## src/design/lcg_brg_pkg.sv

```systemverilog
// ----------------------------------------------------------------------------
// lcg_brg_pkg
// shared types, codes and helpers of the bounded-range generator
// ----------------------------------------------------------------------------
package lcg_brg_pkg;

	localparam logic [31:0] LCG_MUL = 32'd1664525;
	localparam logic [31:0] LCG_ADD = 32'd1013904223;

	typedef enum logic [1:0] {
		CMD_RESTART = 2'd0,
		CMD_RAW     = 2'd1,
		CMD_RANGE   = 2'd2,
		CMD_CHANCE  = 2'd3
	} cmd_t;

	typedef enum logic [1:0] {
		W8  = 2'd0,
		W16 = 2'd1,
		W32 = 2'd2,
		W64 = 2'd3
	} width_t;

	typedef struct packed {
		logic [1:0]  cmd;
		logic [1:0]  width_sel;
		logic        is_signed;
		logic [63:0] low_value;
		logic [63:0] high_value;
		logic [63:0] chance_n;
	} in_item_t;

	typedef struct packed {
		logic [63:0] value;
		logic        chance_hit;
		logic        range_swapped;
	} out_item_t;

	typedef enum logic [3:0] {
		ST_IDLE,
		ST_SETUP,
		ST_BOUND,
		ST_RAW_A,
		ST_RAW_B,
		ST_THR,
		ST_THR_WAIT,
		ST_DRAW_A,
		ST_DRAW_B,
		ST_CHECK,
		ST_MOD_WAIT,
		ST_DONE
	} state_t;

	// controller to datapath
	typedef struct packed {
		logic load;
		logic setup;
		logic bound;
		logic restart;
		logic draw_first;
		logic draw_second;
		logic div_thr;
		logic div_mod;
		logic out_load;
	} ctrl_t;

	// datapath to controller
	typedef struct packed {
		cmd_t cmd;
		logic is64;
		logic full;
		logic nzero;
		logic div_busy;
		logic v_ge_thr;
		logic out_free;
	} stat_t;

	function automatic logic [63:0] width_mask(input logic [1:0] w);
		logic [63:0] m;
		case (w)
			W8:      m = 64'h0000_0000_0000_00FF;
			W16:     m = 64'h0000_0000_0000_FFFF;
			W32:     m = 64'h0000_0000_FFFF_FFFF;
			default: m = 64'hFFFF_FFFF_FFFF_FFFF;
		endcase
		return m;
	endfunction

	function automatic logic [63:0] sign_bit(input logic [1:0] w);
		logic [63:0] s;
		case (w)
			W8:      s = 64'h0000_0000_0000_0080;
			W16:     s = 64'h0000_0000_0000_8000;
			W32:     s = 64'h0000_0000_8000_0000;
			default: s = 64'h8000_0000_0000_0000;
		endcase
		return s;
	endfunction

endpackage

```

## src/design/lcg_brg_datapath.sv

```systemverilog
// ----------------------------------------------------------------------------
// lcg_brg_datapath
// generator state, bound set-up, bit-serial divider and output register
// ----------------------------------------------------------------------------
module lcg_brg_datapath (
	input  logic                  clk,
	input  logic                  arst_n,
	input  lcg_brg_pkg::ctrl_t    ctrl,
	output lcg_brg_pkg::stat_t    stat,
	input  lcg_brg_pkg::in_item_t in_item,
	output logic                  out_valid,
	input  logic                  out_ready,
	output lcg_brg_pkg::out_item_t out_item,
	input  logic                  cfg_we,
	input  logic [31:0]           cfg_wdata
);
	import lcg_brg_pkg::*;

	localparam int DW = 64;
	localparam logic [6:0] DIV_STEPS = 7'(DW);

	logic [31:0] seed_q, gen_q, step;
	cmd_t        cmd_q;
	logic [1:0]  width_q;
	logic [63:0] flip_q, lo_q, hi_q, span_q, bound_q, v_q;
	logic        swapped_q, full_q, nzero_q;
	logic [63:0] rem_q, dvd_q;
	logic [6:0]  cnt_q;
	logic [64:0] trial, diff;
	logic [63:0] mask_in, flip_in, neg_bound, res_value;
	logic        is64, full;
	logic        out_valid_q;
	out_item_t   out_q;

	assign step = gen_q * LCG_MUL + LCG_ADD;

	assign mask_in = width_mask(in_item.width_sel);
	assign flip_in = (cmd_t'(in_item.cmd) == CMD_RANGE && in_item.is_signed)
		? sign_bit(in_item.width_sel) : 64'd0;

	assign is64 = (width_q == W64) || (cmd_q == CMD_CHANCE);
	assign full = (width_q == W64 && (&span_q)) ||
		(width_q == W32 && span_q == 64'h0000_0000_FFFF_FFFF);
	assign neg_bound = 64'd0 - bound_q;

	// seed and generator state
	always_ff @(posedge clk or negedge arst_n) begin
		if (!arst_n) begin
			seed_q <= '0;
			gen_q  <= '0;
		end else if (cfg_we) begin
			seed_q <= cfg_wdata;
			gen_q  <= cfg_wdata;
		end else if (ctrl.restart) begin
			gen_q <= seed_q;
		end else if (ctrl.draw_first || ctrl.draw_second) begin
			gen_q <= step;
		end
	end

	// item capture, bound set-up and draws
	always_ff @(posedge clk) begin
		if (ctrl.load) begin
			cmd_q   <= cmd_t'(in_item.cmd);
			width_q <= in_item.width_sel;
			flip_q  <= flip_in;
			lo_q    <= (in_item.low_value & mask_in) ^ flip_in;
			hi_q    <= (cmd_t'(in_item.cmd) == CMD_CHANCE) ? in_item.chance_n
				: ((in_item.high_value & mask_in) ^ flip_in);
		end
		if (ctrl.setup) begin
			if (cmd_q == CMD_CHANCE) begin
				span_q    <= hi_q;
				swapped_q <= 1'b0;
			end else if (lo_q > hi_q) begin
				lo_q      <= hi_q;
				span_q    <= lo_q - hi_q;
				swapped_q <= (cmd_q == CMD_RANGE);
			end else begin
				span_q    <= hi_q - lo_q;
				swapped_q <= 1'b0;
			end
		end
		if (ctrl.bound) begin
			bound_q <= (cmd_q == CMD_CHANCE) ? span_q : span_q + 64'd1;
			full_q  <= (cmd_q == CMD_RANGE) && full;
			nzero_q <= (span_q == 64'd0);
		end
		if (ctrl.draw_first) begin
			v_q <= {32'd0, step};
		end else if (ctrl.draw_second) begin
			v_q <= {v_q[31:0], step};
		end
	end

	// restoring divider, one quotient bit a cycle, only the remainder kept
	assign trial = {rem_q, dvd_q[DW-1]};
	assign diff  = trial - {1'b0, bound_q};

	always_ff @(posedge clk or negedge arst_n) begin
		if (!arst_n) begin
			cnt_q <= '0;
		end else if (ctrl.div_thr || ctrl.div_mod) begin
			cnt_q <= DIV_STEPS;
		end else if (cnt_q != '0) begin
			cnt_q <= cnt_q - 7'd1;
		end
	end

	always_ff @(posedge clk) begin
		if (ctrl.div_thr) begin
			rem_q <= '0;
			dvd_q <= is64 ? neg_bound : {32'd0, neg_bound[31:0]};
		end else if (ctrl.div_mod) begin
			rem_q <= '0;
			dvd_q <= v_q;
		end else if (cnt_q != '0) begin
			rem_q <= diff[64] ? trial[63:0] : diff[63:0];
			dvd_q <= {dvd_q[DW-2:0], 1'b0};
		end
	end

	// result assembly
	always_comb begin
		case (cmd_q)
			CMD_RAW:   res_value = v_q;
			CMD_RANGE: res_value = full_q ? v_q : lo_q + rem_q;
			default:   res_value = 64'd0;
		endcase
		res_value = (res_value & width_mask(width_q)) ^ flip_q;
	end

	always_ff @(posedge clk or negedge arst_n) begin
		if (!arst_n) begin
			out_valid_q <= 1'b0;
		end else if (ctrl.out_load) begin
			out_valid_q <= 1'b1;
		end else if (out_ready) begin
			out_valid_q <= 1'b0;
		end
	end

	always_ff @(posedge clk) begin
		if (ctrl.out_load) begin
			out_q.value         <= res_value;
			out_q.chance_hit    <= (cmd_q == CMD_CHANCE) && (nzero_q || rem_q == 64'd0);
			out_q.range_swapped <= swapped_q;
		end
	end

	assign out_valid = out_valid_q;
	assign out_item  = out_q;

	assign stat.cmd      = cmd_q;
	assign stat.is64     = is64;
	assign stat.full     = full;
	assign stat.nzero    = (span_q == 64'd0);
	assign stat.div_busy = (cnt_q != '0);
	assign stat.v_ge_thr = (v_q >= rem_q);
	assign stat.out_free = !out_valid_q || out_ready;

endmodule

```

## src/design/lcg_brg_ctrl.sv

```systemverilog
// ----------------------------------------------------------------------------
// lcg_brg_ctrl
// sequencer for set-up, draws, rejection loop and divider runs
// ----------------------------------------------------------------------------
module lcg_brg_ctrl (
	input  logic               clk,
	input  logic               arst_n,
	input  logic               in_valid,
	output logic               in_ready,
	input  lcg_brg_pkg::stat_t stat,
	output lcg_brg_pkg::ctrl_t ctrl
);
	import lcg_brg_pkg::*;

	state_t state_q, state_nx;

	always_ff @(posedge clk or negedge arst_n) begin
		if (!arst_n) begin
			state_q <= ST_IDLE;
		end else begin
			state_q <= state_nx;
		end
	end

	always_comb begin
		state_nx = state_q;
		unique case (state_q)
			ST_IDLE:     if (in_valid) state_nx = ST_SETUP;
			ST_SETUP:    state_nx = ST_BOUND;
			ST_BOUND: begin
				case (stat.cmd)
					CMD_RESTART: state_nx = ST_DONE;
					CMD_RAW:     state_nx = ST_RAW_A;
					CMD_RANGE:   state_nx = stat.full ? ST_RAW_A : ST_THR;
					default:     state_nx = stat.nzero ? ST_DONE : ST_THR;
				endcase
			end
			ST_RAW_A:    state_nx = stat.is64 ? ST_RAW_B : ST_DONE;
			ST_RAW_B:    state_nx = ST_DONE;
			ST_THR:      state_nx = ST_THR_WAIT;
			ST_THR_WAIT: if (!stat.div_busy) state_nx = ST_DRAW_A;
			ST_DRAW_A:   state_nx = stat.is64 ? ST_DRAW_B : ST_CHECK;
			ST_DRAW_B:   state_nx = ST_CHECK;
			ST_CHECK:    state_nx = stat.v_ge_thr ? ST_MOD_WAIT : ST_DRAW_A;
			ST_MOD_WAIT: if (!stat.div_busy) state_nx = ST_DONE;
			ST_DONE:     if (stat.out_free) state_nx = ST_IDLE;
			default:     state_nx = ST_IDLE;
		endcase
	end

	always_comb begin
		ctrl     = '0;
		in_ready = 1'b0;
		unique case (state_q)
			ST_IDLE: begin
				in_ready  = 1'b1;
				ctrl.load = in_valid;
			end
			ST_SETUP:  ctrl.setup = 1'b1;
			ST_BOUND: begin
				ctrl.bound   = 1'b1;
				ctrl.restart = (stat.cmd == CMD_RESTART);
			end
			ST_RAW_A, ST_DRAW_A: ctrl.draw_first = 1'b1;
			ST_RAW_B, ST_DRAW_B: ctrl.draw_second = 1'b1;
			ST_THR:    ctrl.div_thr = 1'b1;
			ST_CHECK:  ctrl.div_mod = stat.v_ge_thr;
			ST_DONE:   ctrl.out_load = stat.out_free;
			default:   ctrl = '0;
		endcase
	end

endmodule

```

## src/design/lcg_bounded_range_generator_unit.sv

```systemverilog
// ----------------------------------------------------------------------------
// lcg_bounded_range_generator_unit
// 32-bit lcg with raw, bounded-range and one-in-n chance draws
// ----------------------------------------------------------------------------
// one item is taken at a time and gives one result item. restart and a zero
// chance denominator skip the draws, and raw draws and full-span range draws
// skip the divider. range and chance draws run the bit-serial remainder unit
// twice, 64 steps each time: the threshold run after the set-up states, then
// the tries of the rejection loop, each retry drawing again, then the final
// modulo run and the result load. the divider sets the rate.
// the result sits in an output register, so the next item is taken while it
// waits. writing the seed also reloads the generator state; write it only
// while the unit is idle.
module lcg_bounded_range_generator_unit (
	input  logic                   clk,
	input  logic                   arst_n,
	// item channel
	input  logic                   in_valid,
	output logic                   in_ready,
	input  lcg_brg_pkg::in_item_t  in_item,
	// result channel
	output logic                   out_valid,
	input  logic                   out_ready,
	output lcg_brg_pkg::out_item_t out_item,
	// seed register
	input  logic                   cfg_we,
	input  logic [31:0]            cfg_wdata
);
	import lcg_brg_pkg::*;

	// command and status between sequencer and datapath
	ctrl_t ctrl;
	stat_t stat;

	lcg_brg_ctrl u_ctrl (
		.clk      (clk),
		.arst_n   (arst_n),
		.in_valid (in_valid),
		.in_ready (in_ready),
		.stat     (stat),
		.ctrl     (ctrl)
	);

	lcg_brg_datapath u_dp (
		.clk       (clk),
		.arst_n    (arst_n),
		.ctrl      (ctrl),
		.stat      (stat),
		.in_item   (in_item),
		.out_valid (out_valid),
		.out_ready (out_ready),
		.out_item  (out_item),
		.cfg_we    (cfg_we),
		.cfg_wdata (cfg_wdata)
	);

endmodule

```

## config.mk

```make
export PLATFORM = sky130hd
export DESIGN_NAME = lcg_bounded_range_generator_unit
export DESIGN_NICKNAME = d
export VERILOG_FILES = /design/src/design/lcg_brg_pkg.sv /design/src/design/lcg_brg_datapath.sv /design/src/design/lcg_brg_ctrl.sv /design/src/design/lcg_bounded_range_generator_unit.sv
export SDC_FILE = /design/constraint.sdc
export NUM_CORES = 2
export LEC_CHECK = 0
export BUFFER_PORTS_ARGS = -buffer_cell sky130_fd_sc_hd__buf_4
export CAP_MARGIN = 10
export CORE_ASPECT_RATIO = 2
export CORE_UTILIZATION = 42
export DETAILED_ROUTE_END_ITERATION = 6
export SLEW_MARGIN = 40
export SYNTH_ARGS = -nofsm -noshare
export SYNTH_HDL_FRONTEND = slang
export SYNTH_HIERARCHICAL = 1
export SYNTH_SLANG_ARGS = --single-unit
```

## constraint.sdc

```tcl
create_clock -name clk -period 7.37 [get_ports clk]
set_input_delay 0.3685 -clock clk [delete_from_list [all_inputs] [get_ports clk]]
set_output_delay 0.3685 -clock clk [all_outputs]
set_load 0.005 [all_outputs]
```

Word level (Yosys, flattened, before mapping) --
Index checks and enable logic that the tools add are counted.
Operators by class: add/subtract/negate cells 8, multipliers 1, magnitude comparators 2, equal/unequal tests 26, mux-type cells 48, bitwise logic cells 7, reductions and logical operators 30
Operators by type and width (count):
- $mux 64 | 15
- $pmux 64 s3 | 3
- $and 64x64->64 | 3
- $xor 64x64->64 | 3
- $mux 32 | 5
- $logic_not 64->1 | 2
- $pmux 64 s2 | 1
- $sub 64x64->64 | 2
- $sub 65x64->65 | 1
- $add 64x1->64 const B | 1
- $add 64x64->64 | 1
- $eq 64x32->1 const B | 1
- $ge 64x64->1 | 1
- $gt 64x64->1 | 1
- $reduce_and 64->1 | 1
- $sub 1x64->64 const A | 1
- $pmux 4 s12 | 1
- $add 32x30->32 const B | 1
- $mul 32x21->32 const B | 1
- $mux 4 | 7
- $eq 4x3->1 const B | 4
- $eq 4x4->1 const B | 4
- $eq 2x2->1 const B | 7
- $mux 7 | 2
- other kinds (21) | 53
Word-level totals: register bits after elaboration 661, word-level logic and storage cells 144

Logic depth before layout (Yosys ltp) --
depth after elaboration 8, mapped depth 26, gate-level depth less buffers 26

Cells and area by module --
Netlist, hierarchy kept.
By module, submodules not included:
- lcg_brg_datapath | times used 1, cells an instance 5738, area an instance 50646.1 um^2
- lcg_brg_ctrl | times used 1, cells an instance 65, area an instance 452.9 um^2

Least setup slack after synthesis --
OpenSTA, ideal clock, no wires.
path type register to register, from register u_ctrl.state_q[1], to register u_dp.lo_q[16], setup time 0.070 ns, data arrival time 6.492 ns, required time 7.300 ns, slack 0.808 ns, stages on the path, launching flop included 10, buffers on the path 3, clock period less this slack 6.562 ns, path through dfrtp_1 > buf_6 > inv_1 > nand2_1 > nor3_1 > and3_1 > clkbuf_1 > clkbuf_1 > a221oi_1 > a21oi_1
RTL lines:
- start, declared | line lcg_brg_ctrl.sv:15 | state_t state_q, state_nx;
- start signal, assigned | line lcg_brg_ctrl.sv:21 | state_q <= state_nx;
- end signal, assigned | line lcg_brg_datapath.sv:67 | lo_q <= (in_item.low_value & mask_in) ^ flip_in;
- end signal, assigned | line lcg_brg_datapath.sv:76 | lo_q <= hi_q;
- end, declared | line lcg_brg_datapath.sv:25 | logic [63:0] flip_q, lo_q, hi_q, span_q, bound_q, v_q;

Final worst setup path --
from register u_dp.gen_q[2], to register u_dp.gen_q[30]
On the way: longest elaborated chain between the ends 5
Ends and longest elaborated chain:
- start, declared | line lcg_brg_datapath.sv:22 | logic [31:0] seed_q, gen_q, step;
- start signal, assigned | line lcg_brg_datapath.sv:53 | gen_q <= cfg_wdata;
- start signal, assigned | line lcg_brg_datapath.sv:55 | gen_q <= seed_q;
- start signal, assigned | line lcg_brg_datapath.sv:57 | gen_q <= step;
- $mul 32x21->32 | line lcg_brg_datapath.sv:35 | assign step = gen_q * LCG_MUL + LCG_ADD;
- $add 32x30->32 | line lcg_brg_datapath.sv:35
- via u_dp.step[30] | line lcg_brg_datapath.sv:22
- $mux 32 | line lcg_brg_datapath.sv:56 | end else if (ctrl.draw_first || ctrl.draw_second) begin
- $mux 32 | line lcg_brg_datapath.sv:54 | end else if (ctrl.restart) begin
- $mux 32 | line lcg_brg_datapath.sv:51 | end else if (cfg_we) begin
The timed path passes the listed nets, and every way through them passes these cells. The select of a mux whose other input is x is not followed. A chain may end at the register's enable or synchronous reset.

==> impl_summary.log <==
[metrics] result of the run: finished clean
[metrics] number of max-slew violations in the final report: 0
[metrics] DIE AREA: 123100 um2
[metrics] floorplan die height: 495.3 um
[metrics] worst setup skew after layout: 0.05391 ns
[metrics] worst path buffer plus inverter count: 6
[metrics] Final Routed Wirelength: 230800 um
[metrics] synthesized area per cell: 8.806 um2
[metrics] RSZ-0062 raised after global routing: false
[metrics] via density per instance: 6.014
[metrics] Async SR Flop Fraction: 12.65%
[metrics] maximum number of pins on one net before global-route repair: 87
[metrics] fraction of layout instances using a drive strength above 1: 9.563%
[metrics] Worst setup EP type: flop
[metrics] Max Fanout on Critical Path: 8
[metrics] DPL Wire Length: 188500 um
[metrics] count of mapped cells out of synthesis: 5803
[metrics] die width: 248.6 um
[metrics] sequential area share after synthesis: 31.44%
[metrics] total of endpoints with negative setup slack in the final report: 0
[metrics] initial core utilization: 42.41%
[metrics] GRT Total Usage: 37.10%
[metrics] number of cells in the design after placement: 7448
[metrics] type of the setup path with the least slack: flop to flop
[metrics] Final Cycle Share: 88.00%
[metrics] maximum frequency from static timing analysis: 0.1542 GHz
[metrics] Syn Nets: 6662
[metrics] starting DRC count in detailed routing: 3228
[metrics] critical path data required time: 7.99 ns
[metrics] critical path's slowest cell: fa_1
[metrics] fraction of post-synthesis cell area in the top cell type by area: 21.45%
[metrics] GP Congestion: 1.042
[metrics] class of the most critical hold timing path: primary input to flop
[metrics] main flop type after synthesis: edfxtp_1
[metrics] Resize count post-CTS: 0
[metrics] Via Count: 46640
[metrics] wire length per cell after detailed routing: 29.75 um
[metrics] I/O Buffers: 301
[metrics] number of nets still failing antenna checks after routing: 0
[metrics] cell area after synthesis: 51100 um2
[metrics] yosys synthesis warning count: 6
[metrics] CP cell instances: inv_1 -> ha_1 -> inv_1 -> fa_1 -> fa_1 -> inv_1 -> fa_1 -> inv_1 -> fa_1 -> fa_1 -> inv_1 -> fa_1 -> inv_1 -> ha_1 -> nand2_1 -> o31ai_1 -> a211oi_1 -> o22a_1 -> o31ai_1 -> a21o_1 -> a21boi_0 -> xnor2_1 -> nor2_1 -> o21ai_0
[metrics] post-synthesis cell type count: 90
[metrics] storage element area: 16070 um2
[metrics] footprint of the multi-input gates: 31800 um2
[metrics] arrival time of data at the critical path endpoint: 7.10 ns
[metrics] transition time at the pin with the least slew margin: 0.9491 ns
[metrics] number of sinks on the clock net: 601
[metrics] clock transition at the registers of the reported paths: 0.07 ns
[metrics] total clock buffers created by CTS: 60
[metrics] area growth from synthesis to layout: 15.36%
[metrics] Cell Count, Final, Fillers Out: 7756
[metrics] total count of hold-check failures in the final report: 0
[metrics] largest area contributor in the synthesized netlist: edfxtp_1
[metrics] number of antenna violations at the first check in global routing: 9
[metrics] TritonCTS clock tree: done
[metrics] flop and latch count out of synthesis: 601
[metrics] most frequent cells after synthesis: inv_1, a21oi_1, ha_1
[metrics] aggregate negative setup slack: 0 ns
[metrics] Clock Tree Root: clkbuf_16
[metrics] min Tclk post-route: 6.485 ns
[metrics] num ports: 302
[metrics] kind of cell adding the most delay to the critical path: adder cells
[metrics] setup slack on the worst flop-to-flop path: 0.88 ns
[metrics] # fillers: 11490
[metrics] H-tree Lvls: 2
[metrics] most frequent cell after synthesis: inv_1
[metrics] kind of start point of the critical path: flop
[metrics] number of cell rows: 180
[metrics] Crit path largest cell delay: 0.52 ns
[metrics] source-to-sink clock delay at the later pin of the worst-skew pair: 0.72 ns
[metrics] Slew HR: 36.73%
[metrics] wire length of the first global-routing pass: 327500 um
[metrics] Final Net Count: 7009
[metrics] via count of the first global-routing pass: 47750
[metrics] setup fix buffers added after clock tree synthesis: 0
[metrics] top cells by area, synth: edfxtp_1, ha_1, dfxtp_1
[metrics] iteration count of the initial detailed-routing pass: 6
[metrics] residual overflow from global routing: 0
[metrics] area of the core: 120500 um2
[metrics] DRC Markers: 0
[metrics] CTS Buffer Depth: 3
[metrics] number of enable-type register cells in the synthesized netlist: 365
[metrics] Max Cap Viol: 0
[metrics] share of the core filled with cells in the final layout: 48.92%
[cells by family after synthesis]
group	Yosys count	share of synthesized area (%)
buffers and inverters	903	6.694
muxes	246	4.917
xor gates and xnor gates	338	5.793
adders and majority gates	625	17.40
and+or+nand+nor	1405	13.18
DFF	601	31.44
AOI/OAI and AO/OA	1685	20.58
[metrics by stage]
step                cell area [um2]  hold WS (ns)  setup WS (ns)
floorplan                     51100       0.07291         0.8076
global placement              54860        0.3044         0.9740
detailed placement            54920        0.3056         0.9227
CTS                           58810      0.001131         0.9038
global route                  58940      0.006548         0.4706
finish                        58950       0.01261         0.8847
[cell usage in the layout (no fill, tap or decap), types with 32 or more instances in the layout]
| cell | synthesis | routed |
|---|---|---|
| inv_1 | 636 | 634 |
| a21oi_1 | 542 | 540 |
| ha_1 | 482 | 481 |
| nand2_1 | 422 | 421 |
| o21ai_0 | 405 | 402 |
| nor2_1 | 381 | 375 |
| edfxtp_1 | 365 | 365 |
| buf_4 | 3 | 353 |
| xnor2_1 | 247 | 246 |
| mux2i_1 | 206 | 206 |
| dlygate4sd3_1 | 0 | 184 |
| dfxtp_1 | 160 | 160 |
| fa_1 | 143 | 143 |
| a21o_1 | 138 | 138 |
| nand4_1 | 108 | 108 |
| nand3_1 | 96 | 96 |
| xor2_1 | 91 | 89 |
| o21bai_1 | 82 | 81 |
| nor3_1 | 81 | 77 |
| dfrtp_1 | 76 | 76 |
| a221oi_1 | 76 | 75 |
| a211oi_1 | 68 | 67 |
| clkbuf_16 | 0 | 61 |
| a22o_1 | 56 | 56 |
| nand2b_1 | 53 | 53 |
| a22oi_1 | 52 | 52 |
| nor2b_1 | 49 | 47 |
| nor4_1 | 47 | 46 |
| o22ai_1 | 44 | 44 |
| mux2_2 | 40 | 40 |
| o211ai_1 | 35 | 35 |
| and3_1 | 33 | 32 |
[path summary, 6_finish.rpt]
| path | end | cells after the start | start |
|---|---|---|---|
| max | u_dp/gen_q[30]$_DFFE_PN0P_ | 24 | u_dp/gen_q[2]$_DFFE_PN0P_ |
| min reg2reg | u_dp/out_item[0]$_DFFE_PP_ | 0 | u_dp/swapped_q$_SDFFCE_PP0P_ |
| min in group asynchronous | u_dp/seed_q[31]$_DFFE_PN0P_ | 2 | arst_n |
| max reg2reg | u_dp/gen_q[30]$_DFFE_PN0P_ | 24 | u_dp/gen_q[2]$_DFFE_PN0P_ |
| min | u_dp/hi_q[42]$_DFFE_PP_ | 2 | in_item[106] |
| max in group asynchronous | u_dp/seed_q[18]$_DFFE_PN0P_ | 3 | arst_n |
[flip-flops by register name (all words and copies together), names as in the netlist]
name,cells
u_dp/dvd_q,64
u_dp/bound_q,64
u_dp/seed_q,32
u_dp/cnt_q,7
u_dp/width_q,2
u_dp/full_q,1
u_dp/out_item,66
u_dp/rem_q,64
u_dp/swapped_q,1
u_dp/lo_q,64
u_dp/hi_q,64
u_dp/flip_q,4
u_dp/span_q,64
u_dp/cmd_q,2
u_ctrl/state_q,4
u_dp/v_q,64
u_dp/out_valid,1
u_dp/nzero_q,1
u_dp/gen_q,32
[worst register-to-register path, delay by kind of cell, from the launching register on]
kind,cells,cell delay [ns]
buffers and inverters,6,0.48
AO/OA/AOI/OAI,7,1.19
adder cells (fa/ha/maj),8,3.75
AND/OR/NAND/NOR,2,0.24
XOR/XNOR,1,0.26
flip-flops,1,0.48
[layout make-up]
class | count | share of cell area (%)
Clock buffer | 71 | 2.670
Clock inverter | 42 | 0.8193
Antenna cell | 8 | 0.03396
Multi-Input combinational cell | 4299 | 53.94
Timing Repair Buffer | 550 | 7.930
Sequential cell | 601 | 27.25
Inverter | 638 | 4.065
Tap cell | 1547 | 3.284
[timing repair]
item	4_1_cts	5_1_grt
endpoints found under the hold margin	186	0
hold buffers	184	0
setup endpoints to repair	0	0
[metal layers]
| layer | wire length [um] | up-vias | global-route usage [%] |
|---|---|---|---|
| li1 | - | 21460 | - |
| met2 | 117200 | 1851 | 67.85 |
| met5 | 13 | - | 0 |
| met3 | 12480 | 812 | 6.335 |
| met1 | 70980 | 22520 | 33.03 |
| met4 | 30110 | 2 | 40.36 |
Power is not shown: default switching activity piles up to over one toggle a cycle in this logic, so the estimate is an artifact.
